[config.mk]
export PLATFORM = sky130hd
export DESIGN_NAME = adc_scan_averager_flat
export DESIGN_NICKNAME = d
export VERILOG_FILES = /design/src/hw/rtl/adc_avg_pkg.sv /design/src/hw/rtl/adc_avg_if.sv /design/src/hw/rtl/adc_avg_div.sv /design/src/hw/rtl/adc_scan_averager.sv /design/src/flat_wrapper.sv
export SDC_FILE = /design/constraint.sdc
export NUM_CORES = 1
export LEC_CHECK = 0
export BUFFER_PORTS_ARGS = -buffer_cell sky130_fd_sc_hd__buf_2
export CORE_MARGIN = 5
export CORE_UTILIZATION = 55
export CTS_BUF_LIST = sky130_fd_sc_hd__clkbuf_16
export DETAILED_ROUTE_END_ITERATION = 10
export PLACE_DENSITY = 0.73
export SYNTH_ARGS = -nofsm -noshare
export SYNTH_HDL_FRONTEND = slang
export SYNTH_HIERARCHICAL = 1
export SYNTH_SLANG_ARGS = --single-unit
[constraint.sdc]
create_clock -name i_clk -period 6 [get_ports i_clk]
set_input_delay 1.2 -clock i_clk [delete_from_list [all_inputs] [get_ports i_clk]]
set_output_delay 1.2 -clock i_clk [all_outputs]
set_load 0.01 [all_outputs]
[src/hw/rtl/adc_avg_pkg.sv]
// Shared types and constants for the ADC scan averager.
// No dependencies; compiled first.
package adc_avg_pkg;

    localparam int CODE_W  = 12;
    localparam int SUM_W   = 20;
    localparam int SLOT_W  = 3;
    localparam int KIND_W  = 2;
    localparam int MV_W    = 16;
    localparam int RATE_W  = 20;
    localparam int NSL_W   = 4;
    localparam int CNT8_W  = 8;
    localparam int DVS_W   = 9;        // divisor 1..256
    localparam int REM_W   = DVS_W - 1;
    localparam int ADDR_W  = 4;
    localparam int DATA_W  = 32;
    localparam int PROD_W  = CODE_W + RATE_W;

    localparam logic [SUM_W-1:0]  SUM_MAX  = '1;
    localparam logic [CODE_W-1:0] CODE_MAX = '1;

    // register reset values
    localparam logic [NSL_W-1:0]  RST_NUM_SLOTS  = 4'd3;
    localparam logic [CNT8_W-1:0] RST_FILTER_LEN = 8'd10;
    localparam logic [RATE_W-1:0] RST_MV_RATE    = 20'd38400;
    localparam logic [CNT8_W-1:0] RST_PASS_LIM   = 8'd20;

    // register index, paddr[3:2]
    localparam logic [1:0] REG_NUM_SLOTS  = 2'd0;
    localparam logic [1:0] REG_FILTER_LEN = 2'd1;
    localparam logic [1:0] REG_MV_RATE    = 2'd2;
    localparam logic [1:0] REG_PASS_LIM   = 2'd3;

    // result kinds
    localparam logic [KIND_W-1:0] KIND_START  = 2'd0;
    localparam logic [KIND_W-1:0] KIND_AVG    = 2'd1;
    localparam logic [KIND_W-1:0] KIND_FINISH = 2'd2;

    typedef enum logic [2:0] {
        S_IDLE,
        S_START,
        S_WAIT,
        S_AVG,
        S_FINAL
    } t_state;

endpackage

[src/hw/rtl/adc_avg_if.sv]
// Valid/ready channel interfaces for the ADC scan averager.
// Depends on adc_avg_pkg for field widths.
interface adc_avg_smp_if;
    logic                              valid;
    logic                              ready;
    logic [adc_avg_pkg::CODE_W-1:0]    conversion_code;

    modport source (output valid, output conversion_code, input ready);
    modport sink   (input valid, input conversion_code, output ready);
endinterface

interface adc_avg_res_if;
    logic                              valid;
    logic                              ready;
    logic [adc_avg_pkg::KIND_W-1:0]    result_kind;
    logic [adc_avg_pkg::SLOT_W-1:0]    slot;
    logic [adc_avg_pkg::CODE_W-1:0]    average_code;
    logic [adc_avg_pkg::MV_W-1:0]      voltage_mv;
    logic                              last;

    modport source (output valid, output result_kind, output slot, output average_code,
                    output voltage_mv, output last, input ready);
    modport sink   (input valid, input result_kind, input slot, input average_code,
                    input voltage_mv, input last, output ready);
endinterface

[src/hw/rtl/adc_avg_div.sv]
// Restoring divider, one quotient bit per cycle: sum / round count.
// Depends on adc_avg_pkg.
module adc_avg_div (
    input  logic                             i_clk,
    input  logic                             i_rst_n,
    input  logic                             i_start,
    input  logic [adc_avg_pkg::SUM_W-1:0]    i_dividend,
    input  logic [adc_avg_pkg::DVS_W-1:0]    i_divisor,
    output logic                             o_done,
    output logic [adc_avg_pkg::SUM_W-1:0]    o_quotient
);
    localparam int CNT_W = $clog2(adc_avg_pkg::SUM_W);
    localparam logic [CNT_W-1:0] CNT_LAST = CNT_W'(adc_avg_pkg::SUM_W - 1);

    logic                              r_busy;
    logic                              r_done;
    logic [CNT_W-1:0]                  r_cnt;
    logic [adc_avg_pkg::SUM_W-1:0]     r_quo;
    logic [adc_avg_pkg::REM_W-1:0]     r_rem;
    logic [adc_avg_pkg::DVS_W-1:0]     r_dsr;

    logic [adc_avg_pkg::DVS_W-1:0]     trial;
    logic                              ge;
    logic [adc_avg_pkg::REM_W-1:0]     n_rem;

    // remainder stays below the divisor, so trial < 2 * divisor
    always_comb begin
        trial = {r_rem, r_quo[adc_avg_pkg::SUM_W-1]};
        ge    = (trial >= r_dsr);
        n_rem = ge ? adc_avg_pkg::REM_W'(trial - r_dsr) : trial[adc_avg_pkg::REM_W-1:0];
    end

    always_ff @(posedge i_clk) begin
        if (!i_rst_n) begin
            r_busy <= 1'b0;
            r_done <= 1'b0;
            r_cnt  <= '0;
        end else begin
            r_done <= 1'b0;
            if (i_start) begin
                r_busy <= 1'b1;
                r_cnt  <= '0;
            end else if (r_busy) begin
                r_cnt <= r_cnt + 1'b1;
                if (r_cnt == CNT_LAST) begin
                    r_busy <= 1'b0;
                    r_done <= 1'b1;
                end
            end
        end
    end

    always_ff @(posedge i_clk) begin
        if (i_start) begin
            r_quo <= i_dividend;
            r_rem <= '0;
            r_dsr <= i_divisor;
        end else if (r_busy) begin
            r_quo <= {r_quo[adc_avg_pkg::SUM_W-2:0], ge};
            r_rem <= n_rem;
        end
    end

    assign o_done     = r_done;
    assign o_quotient = r_quo;

endmodule

[src/hw/rtl/adc_scan_averager.sv]
// ADC scan averager top level: scan sequencer, slot sums, output register.
// Depends on adc_avg_pkg, adc_avg_if.sv and adc_avg_div.
//
// Usage: i_smp carries one finished 12-bit conversion per transfer for the
// slot now being converted. o_res returns the results it causes: a request
// to start the next slot, per-slot averages at the end of an averaging pass
// (code and millivolts), and a scan-finished marker; last flags the final
// result of each sample. After the finish marker samples are taken and dropped.
// Registers are written over the APB port (num_slots, filter_len,
// mv_per_code_q16, passes_limit at 0x0/0x4/0x8/0xC); the user must write
// them only while idle; the block does not enforce it. An ordinary sample
// yields its single result, registered into the output register on its
// transfer. At a pass end each slot goes through the shared bit-serial
// divider with start and output steps, then a START or FINISH result
// follows; no sample is taken until that result is loaded.
// Reset clears the sums, counters, finish flag and registers to defaults.
// A stalled receiver holds the output register; no result is dropped and
// the sequencer waits with the next result until the register is free.
module adc_scan_averager #(
    parameter int MAX_SLOTS = 8
) (
    input  logic                               i_clk,
    input  logic                               i_rst_n,
    adc_avg_smp_if.sink                        i_smp,
    adc_avg_res_if.source                      o_res,
    input  logic                               psel,
    input  logic                               penable,
    input  logic                               pwrite,
    input  logic [adc_avg_pkg::ADDR_W-1:0]     paddr,
    input  logic [adc_avg_pkg::DATA_W-1:0]     pwdata,
    output logic [adc_avg_pkg::DATA_W-1:0]     prdata,
    output logic                               pready
);
    localparam int SLOT_IW = (MAX_SLOTS > 1) ? $clog2(MAX_SLOTS) : 1;
    localparam int WALK_W  = $clog2(MAX_SLOTS + 1);

    // configuration
    logic [adc_avg_pkg::NSL_W-1:0]   r_num_slots;
    logic [adc_avg_pkg::CNT8_W-1:0]  r_filter_len;
    logic [adc_avg_pkg::RATE_W-1:0]  r_mv_rate;
    logic [adc_avg_pkg::CNT8_W-1:0]  r_pass_lim;

    // scan state
    adc_avg_pkg::t_state             r_state, n_state;
    logic [adc_avg_pkg::SLOT_W-1:0]  r_cs;
    logic [adc_avg_pkg::CNT8_W-1:0]  r_rc;
    logic [adc_avg_pkg::CNT8_W-1:0]  r_pc;
    logic                            r_fin;
    logic [WALK_W-1:0]               r_walk;
    logic [adc_avg_pkg::DVS_W-1:0]   r_dvs;
    logic [adc_avg_pkg::CODE_W-1:0]  r_avg;
    logic [adc_avg_pkg::SUM_W-1:0]   r_sum [MAX_SLOTS];
    logic [MAX_SLOTS-1:0]            r_sum_vld;

    // output register
    logic                            r_ov;
    logic [adc_avg_pkg::KIND_W-1:0]  r_kind;
    logic [adc_avg_pkg::SLOT_W-1:0]  r_slot;
    logic [adc_avg_pkg::CODE_W-1:0]  r_avgo;
    logic [adc_avg_pkg::MV_W-1:0]    r_mv;
    logic                            r_last;

    logic [adc_avg_pkg::KIND_W-1:0]  n_kind;
    logic [adc_avg_pkg::SLOT_W-1:0]  n_slot;
    logic [adc_avg_pkg::CODE_W-1:0]  n_avgo;
    logic [adc_avg_pkg::MV_W-1:0]    n_mv;

    logic                            out_free;
    logic                            smp_ready;
    logic                            acc;
    logic                            take;
    logic                            ld_out;
    logic                            div_start;
    logic                            clr_sums;
    logic                            set_fin;
    logic                            div_done;
    logic [adc_avg_pkg::SUM_W-1:0]   div_quo;

    logic [WALK_W-1:0]               slots_eff;
    logic [adc_avg_pkg::CNT8_W-1:0]  flen_eff;
    logic [adc_avg_pkg::CNT8_W-1:0]  plim_eff;
    logic [adc_avg_pkg::SLOT_W-1:0]  cs1;
    logic [adc_avg_pkg::CNT8_W-1:0]  rc1;
    logic                            mid_round;
    logic                            pass_end;
    logic                            lim_hit;
    logic                            cs_in_tab;
    logic [SLOT_IW-1:0]              acc_idx;
    logic [SLOT_IW-1:0]              walk_idx;
    logic [adc_avg_pkg::SUM_W-1:0]   acc_old;
    logic [adc_avg_pkg::SUM_W:0]     acc_add;
    logic [adc_avg_pkg::SUM_W-1:0]   walk_sum;
    logic [adc_avg_pkg::PROD_W-1:0]  prod;
    logic                            walk_end;

    // ---------------- configuration port ----------------
    assign pready = 1'b1;

    always_ff @(posedge i_clk) begin
        if (!i_rst_n) begin
            r_num_slots  <= adc_avg_pkg::RST_NUM_SLOTS;
            r_filter_len <= adc_avg_pkg::RST_FILTER_LEN;
            r_mv_rate    <= adc_avg_pkg::RST_MV_RATE;
            r_pass_lim   <= adc_avg_pkg::RST_PASS_LIM;
        end else if (psel && penable && pwrite) begin
            case (paddr[3:2])
                adc_avg_pkg::REG_NUM_SLOTS:
                    r_num_slots  <= pwdata[adc_avg_pkg::NSL_W-1:0];
                adc_avg_pkg::REG_FILTER_LEN:
                    r_filter_len <= pwdata[adc_avg_pkg::CNT8_W-1:0];
                adc_avg_pkg::REG_MV_RATE:
                    r_mv_rate    <= pwdata[adc_avg_pkg::RATE_W-1:0];
                adc_avg_pkg::REG_PASS_LIM:
                    r_pass_lim   <= pwdata[adc_avg_pkg::CNT8_W-1:0];
                default: ;
            endcase
        end
    end

    always_comb begin
        case (paddr[3:2])
            adc_avg_pkg::REG_NUM_SLOTS:  prdata = adc_avg_pkg::DATA_W'(r_num_slots);
            adc_avg_pkg::REG_FILTER_LEN: prdata = adc_avg_pkg::DATA_W'(r_filter_len);
            adc_avg_pkg::REG_MV_RATE:    prdata = adc_avg_pkg::DATA_W'(r_mv_rate);
            adc_avg_pkg::REG_PASS_LIM:   prdata = adc_avg_pkg::DATA_W'(r_pass_lim);
            default:                     prdata = '0;
        endcase
    end

    // ---------------- scan decode ----------------
    always_comb begin
        if (r_num_slots == '0)
            slots_eff = WALK_W'(1);
        else if (int'(r_num_slots) > MAX_SLOTS)
            slots_eff = WALK_W'(MAX_SLOTS);
        else
            slots_eff = WALK_W'(r_num_slots);
        flen_eff  = (r_filter_len == '0) ? 8'd1 : r_filter_len;
        plim_eff  = (r_pass_lim == '0) ? 8'd1 : r_pass_lim;
        cs1       = r_cs + 1'b1;
        rc1       = r_rc + 1'b1;
        mid_round = (cs1 != '0) && (int'(cs1) < int'(slots_eff));
        pass_end  = (rc1 >= flen_eff) || (rc1 == '0);
        lim_hit   = (r_pc >= plim_eff);
        cs_in_tab = (int'(r_cs) < MAX_SLOTS);
        acc_idx   = SLOT_IW'(r_cs);
        walk_idx  = r_walk[SLOT_IW-1:0];
        acc_old   = r_sum_vld[acc_idx] ? r_sum[acc_idx] : '0;
        acc_add   = {1'b0, acc_old} + (adc_avg_pkg::SUM_W + 1)'(i_smp.conversion_code);
        walk_sum  = r_sum_vld[walk_idx] ? r_sum[walk_idx] : '0;
        prod      = r_avg * r_mv_rate;
        walk_end  = ((r_walk + 1'b1) == slots_eff);
    end

    assign out_free = !r_ov || o_res.ready;
    assign acc      = i_smp.valid && smp_ready;
    assign take     = acc && !r_fin;

    // ---------------- sequencer ----------------
    always_comb begin
        n_state = r_state;
        case (r_state)
            adc_avg_pkg::S_IDLE:
                if (take && !mid_round && pass_end) n_state = adc_avg_pkg::S_START;
            adc_avg_pkg::S_START:
                n_state = adc_avg_pkg::S_WAIT;
            adc_avg_pkg::S_WAIT:
                if (div_done) n_state = adc_avg_pkg::S_AVG;
            adc_avg_pkg::S_AVG:
                if (out_free) n_state = walk_end ? adc_avg_pkg::S_FINAL : adc_avg_pkg::S_START;
            adc_avg_pkg::S_FINAL:
                if (out_free) n_state = adc_avg_pkg::S_IDLE;
            default:
                n_state = adc_avg_pkg::S_IDLE;
        endcase
    end

    always_comb begin
        smp_ready = 1'b0;
        div_start = 1'b0;
        ld_out    = 1'b0;
        clr_sums  = 1'b0;
        set_fin   = 1'b0;
        n_kind    = adc_avg_pkg::KIND_START;
        n_slot    = '0;
        n_avgo    = '0;
        n_mv      = '0;
        case (r_state)
            adc_avg_pkg::S_IDLE: begin
                smp_ready = out_free;
                if (take && mid_round) begin
                    ld_out = 1'b1;
                    n_slot = cs1;
                end else if (take && !pass_end) begin
                    ld_out  = 1'b1;
                    set_fin = lim_hit;
                    n_kind  = lim_hit ? adc_avg_pkg::KIND_FINISH : adc_avg_pkg::KIND_START;
                end
            end
            adc_avg_pkg::S_START:
                div_start = 1'b1;
            adc_avg_pkg::S_WAIT: ;
            adc_avg_pkg::S_AVG: begin
                ld_out = out_free;
                n_kind = adc_avg_pkg::KIND_AVG;
                n_slot = adc_avg_pkg::SLOT_W'(r_walk);
                n_avgo = r_avg;
                n_mv   = prod[adc_avg_pkg::PROD_W-1 -: adc_avg_pkg::MV_W];
            end
            adc_avg_pkg::S_FINAL: begin
                ld_out   = out_free;
                clr_sums = out_free;
                set_fin  = out_free && lim_hit;
                n_kind   = lim_hit ? adc_avg_pkg::KIND_FINISH : adc_avg_pkg::KIND_START;
            end
            default: ;
        endcase
    end

    assign i_smp.ready = smp_ready;

    adc_avg_div u_div (
        .i_clk      (i_clk),
        .i_rst_n    (i_rst_n),
        .i_start    (div_start),
        .i_dividend (walk_sum),
        .i_divisor  (r_dvs),
        .o_done     (div_done),
        .o_quotient (div_quo)
    );

    // ---------------- control registers ----------------
    always_ff @(posedge i_clk) begin
        if (!i_rst_n) begin
            r_state   <= adc_avg_pkg::S_IDLE;
            r_cs      <= '0;
            r_rc      <= '0;
            r_pc      <= '0;
            r_fin     <= 1'b0;
            r_walk    <= '0;
            r_sum_vld <= '0;
            r_ov      <= 1'b0;
        end else begin
            r_state <= n_state;
            if (take) begin
                if (cs_in_tab) r_sum_vld[acc_idx] <= 1'b1;
                if (mid_round) begin
                    r_cs <= cs1;
                end else begin
                    r_cs <= '0;
                    if (pass_end) begin
                        r_rc <= '0;
                        if (r_pc != '1) r_pc <= r_pc + 1'b1;
                    end else begin
                        r_rc <= rc1;
                    end
                end
                r_walk <= '0;
            end
            if (r_state == adc_avg_pkg::S_AVG && out_free) r_walk <= r_walk + 1'b1;
            if (clr_sums) r_sum_vld <= '0;
            if (set_fin) r_fin <= 1'b1;
            if (ld_out)
                r_ov <= 1'b1;
            else if (o_res.ready)
                r_ov <= 1'b0;
        end
    end

    // ---------------- datapath registers ----------------
    always_ff @(posedge i_clk) begin
        if (take && cs_in_tab)
            r_sum[acc_idx] <= acc_add[adc_avg_pkg::SUM_W] ? adc_avg_pkg::SUM_MAX
                                                            : acc_add[adc_avg_pkg::SUM_W-1:0];
        if (take && !mid_round && pass_end)
            r_dvs <= (rc1 == '0) ? adc_avg_pkg::DVS_W'(256) : adc_avg_pkg::DVS_W'(rc1);
        if (div_done)
            r_avg <= (div_quo[adc_avg_pkg::SUM_W-1:adc_avg_pkg::CODE_W] != '0)
                     ? adc_avg_pkg::CODE_MAX : div_quo[adc_avg_pkg::CODE_W-1:0];
        if (ld_out) begin
            r_kind <= n_kind;
            r_slot <= n_slot;
            r_avgo <= n_avgo;
            r_mv   <= n_mv;
            r_last <= (n_kind != adc_avg_pkg::KIND_AVG);
        end
    end

    assign o_res.valid        = r_ov;
    assign o_res.result_kind  = r_kind;
    assign o_res.slot         = r_slot;
    assign o_res.average_code = r_avgo;
    assign o_res.voltage_mv   = r_mv;
    assign o_res.last         = r_last;

    // ---------------- assertions ----------------
    a_fin_sticky: assert property (@(posedge i_clk) disable iff (!i_rst_n)
        r_fin |=> r_fin)
        else $error("finish flag dropped");

    a_load_free: assert property (@(posedge i_clk) disable iff (!i_rst_n)
        ld_out |-> out_free)
        else $error("output register overwritten");

    a_div_state: assert property (@(posedge i_clk) disable iff (!i_rst_n)
        div_done |-> r_state == adc_avg_pkg::S_WAIT)
        else $error("divider result outside wait state");

    a_walk_range: assert property (@(posedge i_clk) disable iff (!i_rst_n)
        (r_state == adc_avg_pkg::S_START || r_state == adc_avg_pkg::S_AVG)
            |-> r_walk < slots_eff)
        else $error("slot walk past table");

endmodule

[src/flat_wrapper.sv]
// flat-port wrapper written by rule: the top's interface ports become plain ports
module adc_scan_averager_flat 
#(
    parameter int MAX_SLOTS = 8
)
  (i_clk, i_rst_n, psel, penable, pwrite, paddr, pwdata, prdata, pready, i_smp_valid, i_smp_conversion_code, i_smp_ready, o_res_valid, o_res_result_kind, o_res_slot, o_res_average_code, o_res_voltage_mv, o_res_last, o_res_ready);
  adc_avg_smp_if i_smp_i ();
  adc_avg_res_if o_res_i ();
  input  logic i_clk;
  input  logic i_rst_n;
  input  logic psel;
  input  logic penable;
  input  logic pwrite;
  input  logic [adc_avg_pkg::ADDR_W-1:0] paddr;
  input  logic [adc_avg_pkg::DATA_W-1:0] pwdata;
  output logic [adc_avg_pkg::DATA_W-1:0] prdata;
  output logic pready;
  input wire logic [$bits(i_smp_i.valid)-1:0] i_smp_valid;
  input wire logic [$bits(i_smp_i.conversion_code)-1:0] i_smp_conversion_code;
  output wire logic [$bits(i_smp_i.ready)-1:0] i_smp_ready;
  output wire logic [$bits(o_res_i.valid)-1:0] o_res_valid;
  output wire logic [$bits(o_res_i.result_kind)-1:0] o_res_result_kind;
  output wire logic [$bits(o_res_i.slot)-1:0] o_res_slot;
  output wire logic [$bits(o_res_i.average_code)-1:0] o_res_average_code;
  output wire logic [$bits(o_res_i.voltage_mv)-1:0] o_res_voltage_mv;
  output wire logic [$bits(o_res_i.last)-1:0] o_res_last;
  input wire logic [$bits(o_res_i.ready)-1:0] o_res_ready;
  assign i_smp_i.valid = i_smp_valid;
  assign i_smp_i.conversion_code = i_smp_conversion_code;
  assign i_smp_ready = i_smp_i.ready;
  assign o_res_valid = o_res_i.valid;
  assign o_res_result_kind = o_res_i.result_kind;
  assign o_res_slot = o_res_i.slot;
  assign o_res_average_code = o_res_i.average_code;
  assign o_res_voltage_mv = o_res_i.voltage_mv;
  assign o_res_last = o_res_i.last;
  assign o_res_i.ready = o_res_ready;
  adc_scan_averager #(.MAX_SLOTS(MAX_SLOTS)) u_core (.i_clk(i_clk), .i_rst_n(i_rst_n), .i_smp(i_smp_i), .o_res(o_res_i), .psel(psel), .penable(penable), .pwrite(pwrite), .paddr(paddr), .pwdata(pwdata), .prdata(prdata), .pready(pready));
endmodule
==> run summary, run 1 <==
SYNTHESIS
-----------------------------------------------------------------------------------------------------
Yosys cell types                                                                                   90
Post-synthesis simple-gate area fraction                                                        0.135
Dominant register cell in the synthesized netlist                                        sky130_fd_sc_hd__edfxtp_1
Count of flip-flops with a built-in enable after synthesis                                        244
Synth Instances                                                                                  2137
Share of the synthesized area in the top cell type                                              0.308
Fraction of registers with async set or reset after synthesis                                       0
Total standard cell area after synthesis                                                   0.0238 mm2
Mux contribution to synthesized area                                                            0.121
Post-synthesis share of cell area spent on full adders, half adders and majority gates          0.210
Share of the synthesized area in compound gates (AO/OA/AOI/OAI)                                0.0617
#FFs+latches synth                                                                                341
Number of synthesis warnings                                                                        6
Cell accounting for the most synthesized area                                            sky130_fd_sc_hd__edfxtp_1
Dominant combinational cell family by area after synthesis                                adder cells
Fraction of the yosys area taken by sequential cells                                            0.389
Leading cell types by total area after synthesis                                         sky130_fd_sc_hd__edfxtp_1 31%, sky130_fd_sc_hd__fa_1 15%, sky130_fd_sc_hd__dfxtp_1 8.2%, sky130_fd_sc_hd__mux4_2 8.1%, sky130_fd_sc_hd__ha_1 5.8%
Mean post-synth cell area                                                                    11.1 um2
Xor and xnor fraction of the mapped netlist area                                               0.0162

CRITICAL PATH
-----------------------------------------------------------------------------------------------------
Data required time of the critical path                                                       6290 ps
Crit start category                                                                          register
CP endpoint kind                                                                             register
FF-to-FF Start                                                                           u_core/r_avg[5]
Worst reg-to-reg path cell count                                                                   20
Critical-path cell list                                                                  nand2_1 -> fa_1 -> fa_1 -> fa_1 -> inv_1 -> fa_1 -> inv_1 -> fa_1 -> inv_1 -> ha_1 -> nand3_1 -> a211oi_2 -> buf_4 -> nand4_1 -> a31oi_2 -> o31ai_1 -> a22oi_1 -> buf_4 -> xnor2_1 -> nor2_1
Worst flop-to-flop path endpoint                                                         u_core/o_res.voltage_mv[9]
CP Class                                                                                 register to register
Setup slack of the most critical reg-to-reg path                                               130 ps
Master of the slowest instance on the critical path                                      sky130_fd_sc_hd__edfxtp_1
Critical Path AT                                                                              6160 ps
Crit path from                                                                           u_core/r_avg[5]
Most numerous cell on the critical path                                                  sky130_fd_sc_hd__fa_1
Highest fanout seen on the critical path                                                           11
Delay of the slowest cell on the worst path                                                    650 ps

LAYOUT
-----------------------------------------------------------------------------------------------------
Share of layout cells above drive strength 1                                                    0.178
Leading cell type in the layout, fill and taps excluded                                  sky130_fd_sc_hd__nand2_1
Area growth from synthesis to layout                                                            11.0%
FILL cells                                                                                       3453
Total area of sequential cells                                                            0.00928 mm2
Cell area after layout                                                                     0.0264 mm2
Final standard cell count with taps included and fillers excluded                                2856
Final nets                                                                                       2588
Core utilization of the finished layout                                                         0.615
Antenna diodes                                                                                      0
Most frequent cells in the layout                                                        304 x sky130_fd_sc_hd__nand2_1, 276 x sky130_fd_sc_hd__inv_1, 244 x sky130_fd_sc_hd__edfxtp_1
Total area of multi-input combinational cells                                              0.0131 mm2

FLOORPLAN
-----------------------------------------------------------------------------------------------------
Placeable core area                                                                        0.0430 mm2
Chip width                                                                                     218 um
Number of placed I/O pins                                                                         124
Overall die area                                                                           0.0476 mm2
Count of standard-cell rows                                                                        76
Starting density of the core                                                                    0.554
Die Ht                                                                                         218 um

ROUTING
-----------------------------------------------------------------------------------------------------
Routed WL                                                                                    56200 um
Via density per instance                                                                         5.71
DRC violations left                                                                                 0
DR pass1 iterations                                                                                 6
Number of design-rule violations left by the first detailed-router iteration                     1410
Vias                                                                                            16303
Wire length per cell after detailed routing                                                   19.7 um
Number of routed nets with antenna violations                                                       0

GLOBAL ROUTING
-----------------------------------------------------------------------------------------------------
Total global routing overflow                                                                       0
Maximum number of pins on one net before global-route repair                                       53
GRT Overall Usage                                                                               0.239
Initial antenna violation count                                                                     4
Number of global-route vias before repair                                                       17093
First-pass GRT wire length                                                                   89900 um

POWER
-----------------------------------------------------------------------------------------------------
Internal cell power                                                                           4.64 mW
NetSw                                                                                         2.04 mW
Total leakage power                                                                           11.0 nW
Net switching share of the total power                                                          0.305
Peak supply drop                                                                               172 uV
Share of total power in the clock network                                                       0.324
Combinational share of power                                                                    0.263
Pwr Density                                                                                253 mW/mm2
Sequential Power Share                                                                          0.413

MIN PATH
-----------------------------------------------------------------------------------------------------
Tightest Hold Check Type                                                                 register to register
Depth of the worst hold-timing path                                                                 0
Hold endpoint                                                                            u_core/u_div/r_dsr[2]
Worst Hold Launch                                                                        u_core/r_dvs[2]

PLACEMENT
-----------------------------------------------------------------------------------------------------
Final weighted congestion in routability-driven placement                                       0.911
Port Buffers                                                                                       96
Dpl cell area                                                                              0.0252 mm2
Half-perimeter wire length after detailed placement                                          40300 um
DP Cell Count                                                                                    2777

CLOCK TREE
-----------------------------------------------------------------------------------------------------
CTS tree                                                                                          yes
Number of buffers created by CTS                                                                   38
Number of H-tree levels                                                                             2
Root buffer cell                                                                         sky130_fd_sc_hd__clkbuf_16
Max clock buf depth                                                                                 3
Count of clock tree sinks                                                                         341
Clock latency on the worst-skew pair                                                           570 ps
Clock-pin slew of the registers on the worst-case setup and hold paths                          60 ps

STA
-----------------------------------------------------------------------------------------------------
RSZ-0062 raised after global routing                                                               no
Final critical-path required period                                                           5870 ps
Setup violation total in the final timing report                                                    0
Fmax                                                                                          170 MHz
Pin slew with the least headroom to its limit                                                 1050 ps
Number of hold violations in the final report                                                       0
Fin Clk Skew                                                                                  20.6 ps
Final cycle utilization of the critical path                                                    0.978
Rel. slew slack                                                                                 0.287
Worst hold slack across all endpoints                                                          421 ps
Max-slew violations                                                                                 0
Final total negative setup slack                                                                 0 ps

FLOW RUN
-----------------------------------------------------------------------------------------------------
Number of maximum-capacitance constraint violations                                                 0

RUN STATUS
-----------------------------------------------------------------------------------------------------
Result of the run                                                                        finished clean

==> kinds of logic after synthesis <==
| kind of cell | count (synthesis) |
|---|---|
| flops | 341 |
| xor+xnor | 44 |
| mux | 178 |
| other cells | 2 |
| simple gates | 670 |
| buf+inv | 392 |
| fa+ha+maj | 292 |
| compound gates | 218 |
==> critical path: cells and delay by family (launching register included) <==
| kind | cells | cell delay [ps] |
|---|---|---|
| compound gates | 4 | 1020 |
| xor+xnor | 1 | 130 |
| flops | 1 | 650 |
| simple gates | 4 | 470 |
| fa+ha+maj | 6 | 2820 |
| buf+inv | 5 | 510 |
==> power by group through the flow <==
stage	registers (mW)	clock network (mW)	logic [mW]
2_1_floorplan	2.78	0	1.24
3_3_place_gp	2.80	0	1.68
3_5_place_dp	2.80	0	1.73
4_1_cts	2.76	2.22	1.74
5_1_grt	2.77	2.32	1.97
6_report	2.76	2.17	1.76
==> state kept, by name (all words and copies together) (netlist names), 2 cells and up, named ones only <==
signal	cells
u_core/o_res.voltage_mv	16
u_core/u_div/r_cnt	5
u_core/o_res.slot	3
u_core/u_div/o_quotient	20
u_core/r_rc	8
u_core/r_num_slots	4
u_core/r_pass_lim	8
u_core/u_div/r_rem	8
u_core/r_state	3
u_core/r_avg	12
u_core/acc_idx	3
u_core/r_walk	4
u_core/r_mv_rate	20
u_core/o_res.average_code	12
u_core/r_filter_len	8
u_core/r_pc	8
u_core/u_div/r_dsr	9
u_core/r_dvs	9
u_core/r_sum	160
u_core/o_res.result_kind	2
u_core/r_sum_vld	8
==> through the flow <==
step	setup WS [ps]	total power, mW
2_1_floorplan	661	4.02
3_3_place_gp	121	4.47
3_5_place_dp	49.5	4.53
4_1_cts	30.4	6.72
5_1_grt	1.86	7.05
6_report	133	6.68
==> layout make-up <==
| type | instances | area share |
|---|---|---|
| Tap cell | 585 | 0.0277 |
| Clock inverter | 31 | 0.00701 |
| Inverter | 266 | 0.0378 |
| Multi-Input combinational cell | 1415 | 0.495 |
| Sequential cell | 341 | 0.351 |
| Timing Repair Buffer | 179 | 0.0441 |
| Clock buffer | 39 | 0.0369 |
==> layer usage <==
| metal | up-vias | track usage | routed length, um |
|---|---|---|---|
| met5 | - | 0 | 26 |
| met4 | 6 | 0.0823 | 1830 |
| met3 | 120 | 0.0585 | 4300 |
| met2 | 597 | 0.395 | 27200 |
| met1 | 8118 | 0.312 | 22800 |
| li1 | 7462 | - | - |
==> synth_stat cells, types with 4 or more instances <==
cell type / number
sky130_fd_sc_hd__nand2_1: 304
sky130_fd_sc_hd__inv_1: 264
sky130_fd_sc_hd__edfxtp_1: 244
sky130_fd_sc_hd__fa_1: 181
sky130_fd_sc_hd__nor2_1: 117
sky130_fd_sc_hd__ha_1: 111
sky130_fd_sc_hd__dfxtp_1: 97
sky130_fd_sc_hd__and2_1: 95
sky130_fd_sc_hd__mux4_2: 86
sky130_fd_sc_hd__clkbuf_1: 81
sky130_fd_sc_hd__a21oi_1: 67
sky130_fd_sc_hd__mux2i_1: 67
sky130_fd_sc_hd__o21ai_0: 39
sky130_fd_sc_hd__xnor2_1: 28
sky130_fd_sc_hd__nand3_1: 27
sky130_fd_sc_hd__mux2_2: 25
sky130_fd_sc_hd__nand2b_1: 18
sky130_fd_sc_hd__buf_4: 16
sky130_fd_sc_hd__nor3_1: 16
sky130_fd_sc_hd__xor2_1: 16
sky130_fd_sc_hd__buf_1: 14
sky130_fd_sc_hd__o21a_1: 14
sky130_fd_sc_hd__a21o_1: 13
sky130_fd_sc_hd__or2_2: 13
sky130_fd_sc_hd__nor2b_1: 11
sky130_fd_sc_hd__a211oi_1: 10
sky130_fd_sc_hd__and3_1: 10
sky130_fd_sc_hd__buf_2: 10
sky130_fd_sc_hd__or3_1: 9
sky130_fd_sc_hd__nor4_1: 8
sky130_fd_sc_hd__a31oi_1: 7
sky130_fd_sc_hd__nand4_1: 7
sky130_fd_sc_hd__nor3b_1: 7
sky130_fd_sc_hd__buf_6: 5
sky130_fd_sc_hd__nand3b_1: 5
sky130_fd_sc_hd__o211ai_1: 5
sky130_fd_sc_hd__o21ai_1: 5
sky130_fd_sc_hd__a22o_1: 4
sky130_fd_sc_hd__a311oi_1: 4
==> how the worst max path moves through the flow <==
| stage | end | slack, ps | depth (start not counted) |
|---|---|---|---|
| after floorplan | u_core/o_res.voltage_mv[8] | 660 | 19 |
| after global placement | u_core/o_res.voltage_mv[13] | 120 | 20 |
| after detailed placement | u_core/o_res.voltage_mv[13] | 50 | 19 |
| after CTS | u_core/o_res.voltage_mv[13] | 30 | 20 |
| after global routing | u_core/o_res.voltage_mv[13] | 2 | 20 |
| final | u_core/o_res.voltage_mv[9] | 130 | 20 |
==> timing repair <==
item | in CTS | in global routing
setup buffers | 0 | 9
gates resized for setup | 0 | 6
endpoints found under the setup margin | 0 | 4
hold buffers | 0 | 0
Power figures use the tool's default switching activity.
==> inputs of run 2 (changes only) <==
Settings changed: MAX_ROUTING_LAYER from default to met4, SLEW_MARGIN from default to 20.
==> run summary, run 2 (synthesis gave the netlist of run 1 again) <==
ROUTING
-------------------------------------------------------------------------------------------
Highest routed metal layer                                                             met4   was met5
Number of design-rule violations left by the first detailed-router iteration           1367   was 1410
Routed wire length on met3                                                          4190 um   was 4300 um
DRC violations left                                                                       0   unchanged
Length of routed wiring on met1                                                    23000 um   was 22800 um
Wire length per cell after detailed routing                                         19.7 um   about the same
Total length of routed met2 wires                                                  27300 um   was 27200 um
Via density per instance                                                               5.68   was 5.71
Routed WL                                                                          56300 um   was 56200 um
DR pass1 iterations                                                                       5   was 6
Number of routed nets with antenna violations                                             0   unchanged
Vias                                                                                  16252   was 16303

GLOBAL ROUTING
-------------------------------------------------------------------------------------------
Initial antenna violation count                                                           4   unchanged
Total global routing overflow                                                             0   unchanged
First-pass GRT wire length                                                         89800 um   was 89900 um
Maximum number of pins on one net before global-route repair                             53   unchanged
Number of global-route vias before repair                                             17089   was 17093
GRT Overall Usage                                                                     0.246   was 0.239

STA
-------------------------------------------------------------------------------------------
Fmax                                                                                171 MHz   was 170 MHz
Final total negative setup slack                                                       0 ps   unchanged
Rel. slew slack                                                                       0.339   was 0.287
Setup violation total in the final timing report                                          0   unchanged
Number of hold violations in the final report                                             0   unchanged
Fin Clk Skew                                                                        24.6 ps   was 20.6 ps
RSZ-0062 raised after global routing                                                     no   unchanged
Final critical-path required period                                                 5860 ps   was 5870 ps
Max-slew violations                                                                       0   unchanged
Worst hold slack across all endpoints                                                421 ps   about the same
Final cycle utilization of the critical path                                          0.976   was 0.978
Pin slew with the least headroom to its limit                                        991 ps   was 1050 ps

FLOORPLAN
-------------------------------------------------------------------------------------------
Chip width                                                                           218 um   unchanged
Starting density of the core                                                          0.554   unchanged
Count of standard-cell rows                                                              76   unchanged
Number of placed I/O pins                                                               124   unchanged
Placeable core area                                                              0.0430 mm2   unchanged
Die Ht                                                                               218 um   unchanged
Overall die area                                                                 0.0476 mm2   unchanged

MIN PATH
-------------------------------------------------------------------------------------------
Hold endpoint                                                                  u_core/u_div/r_dsr[2]   unchanged
Tightest Hold Check Type                                                       register to register   unchanged
Depth of the worst hold-timing path                                                       0   unchanged
Worst Hold Launch                                                              u_core/r_dvs[2]   unchanged

FLOW RUN
-------------------------------------------------------------------------------------------
Number of maximum-capacitance constraint violations                                       0   unchanged

CLOCK TREE
-------------------------------------------------------------------------------------------
Clock-pin slew of the registers on the worst-case setup and hold paths                60 ps   about the same
Number of H-tree levels                                                                   2   unchanged
Count of clock tree sinks                                                               341   unchanged
Number of buffers created by CTS                                                         38   unchanged
Max clock buf depth                                                                       3   unchanged
Clock latency on the worst-skew pair                                                 570 ps   about the same
CTS tree                                                                                yes   unchanged
Root buffer cell                                                               sky130_fd_sc_hd__clkbuf_16   unchanged
Hold-fix buffer count after cts                                                           0   unchanged

LAYOUT
-------------------------------------------------------------------------------------------
Flip-flop count of the largest register, all copies and words added                     160   unchanged
Most frequent cells in the layout                                              304 x sky130_fd_sc_hd__nand2_1, 276 x sky130_fd_sc_hd__inv_1, 244 x sky130_fd_sc_hd__edfxtp_1   unchanged
Final nets                                                                             2588   unchanged
Leading cell type in the layout, fill and taps excluded                        sky130_fd_sc_hd__nand2_1   unchanged
FILL cells                                                                             3449   was 3453
Cell area after layout                                                           0.0264 mm2   about the same
Area growth from synthesis to layout                                                  11.0%   about the same
Share of layout cells above drive strength 1                                          0.178   unchanged
Largest register by flop count                                                 u_core/r_sum   unchanged

PLACEMENT
-------------------------------------------------------------------------------------------
Half-perimeter wire length after detailed placement                                40300 um   unchanged
Final weighted congestion in routability-driven placement                             0.927   was 0.911
Dpl cell area                                                                    0.0252 mm2   unchanged
Port Buffers                                                                             96   unchanged

CRITICAL PATH
-------------------------------------------------------------------------------------------
CP endpoint kind                                                                   register   unchanged
Crit start category                                                                register   unchanged
Data required time of the critical path                                             6290 ps   about the same
FF-to-FF Start                                                                 u_core/r_avg[5]   unchanged
CP Class                                                                       register to register   unchanged
Highest fanout seen on the critical path                                                 11   unchanged
Worst reg-to-reg path cell count                                                         20   unchanged
Critical Path AT                                                                    6150 ps   was 6160 ps
Setup slack of the most critical reg-to-reg path                                     140 ps   was 130 ps
Worst flop-to-flop path endpoint                                               u_core/o_res.voltage_mv[9]   unchanged

POWER
-------------------------------------------------------------------------------------------
Total leakage power                                                                 11.0 nW   about the same
Pwr Density                                                                      253 mW/mm2   about the same
Total power draw                                                                    6.69 mW   was 6.68 mW
Peak supply drop                                                                     174 uV   was 172 uV

RUN STATUS
-------------------------------------------------------------------------------------------
Result of the run                                                              finished clean   unchanged

==> run 2: cell types whose count changed in the layout (fill, tap and decap cells not counted), sizes merged <==
cell   delta
diode     +3
==> run 2: cell type report <==
class	count	area (um2)	area share
antenna	3	7.51	0.000284
sequential	341	9280	0.351
clock inverter	31	185	0.00700
timing repair buffer	179	1170	0.0441
tap	585	732	0.0277
multi-input combinational	1415	13100	0.495
inverter	266	998	0.0378
clock buffer	39	976	0.0369
==> run 2: per-layer routing <==
metal  vias to the layer above  global-route usage
li1                       7470                   -
met1                      8101               0.312
met2                       571               0.396
met3                       110              0.0572
met4                         0              0.0819
met5                         -                   -
==> run 2: where the power goes <==
part           switching (mW)  internal, mW
logic                    1.01         0.750
clock network           0.976          1.19
registers              0.0583          2.70
total                    2.04          4.64
==> run 2: timing repair <==
| action | in CTS | in global routing |
|---|---|---|
| buffers inserted | 0 | 9 |
| endpoints found under the setup margin | 0 | 4 |
| gates resized for setup | 0 | 6 |
| hold endpoints to repair | 0 | 0 |
==> run 2: worst max-delay path by stage <==
stage	from	end	cells past startpoint
6_report	u_core/r_avg[5]	u_core/o_res.voltage_mv[9]	20
5_1_grt	u_core/r_mv_rate[7]	u_core/o_res.voltage_mv[13]	20
4_1_cts	u_core/r_avg[6]	u_core/o_res.voltage_mv[13]	20
3_5_place_dp	u_core/r_mv_rate[5]	u_core/o_res.voltage_mv[13]	19
3_3_place_gp	u_core/r_avg[6]	u_core/o_res.voltage_mv[13]	20
2_1_floorplan	u_core/r_avg[6]	u_core/o_res.voltage_mv[8]	19
==> run 2: through the flow <==
stage / setup slack [ps] / cells / util
final: 142 / 2859 / 0.615
after global routing: 1.86 / 2859 / 0.615
after CTS: 30.4 / 2847 / 0.612
after detailed placement: 49.5 / 2777 / 0.585
after global placement: 121 / 2777 / 0.585
after floorplan: 661 / 2148 / -
==> run 2: worst max-delay path, stage by stage (launching register included) <==
cell	delay, ps
sky130_fd_sc_hd__edfxtp_1	650
sky130_fd_sc_hd__nand2_1	170
sky130_fd_sc_hd__fa_1	440
sky130_fd_sc_hd__fa_1	530
sky130_fd_sc_hd__fa_1	550
sky130_fd_sc_hd__inv_1	50
sky130_fd_sc_hd__fa_1	480
sky130_fd_sc_hd__inv_1	60
sky130_fd_sc_hd__fa_1	520
sky130_fd_sc_hd__inv_1	40
sky130_fd_sc_hd__ha_1	290
sky130_fd_sc_hd__nand3_1	120
sky130_fd_sc_hd__a211oi_2	300
sky130_fd_sc_hd__buf_4	170
sky130_fd_sc_hd__nand4_1	110
sky130_fd_sc_hd__a31oi_2	300
sky130_fd_sc_hd__o31ai_1	140
sky130_fd_sc_hd__a22oi_1	280
sky130_fd_sc_hd__buf_4	180
sky130_fd_sc_hd__xnor2_1	130
sky130_fd_sc_hd__nor2_1	70
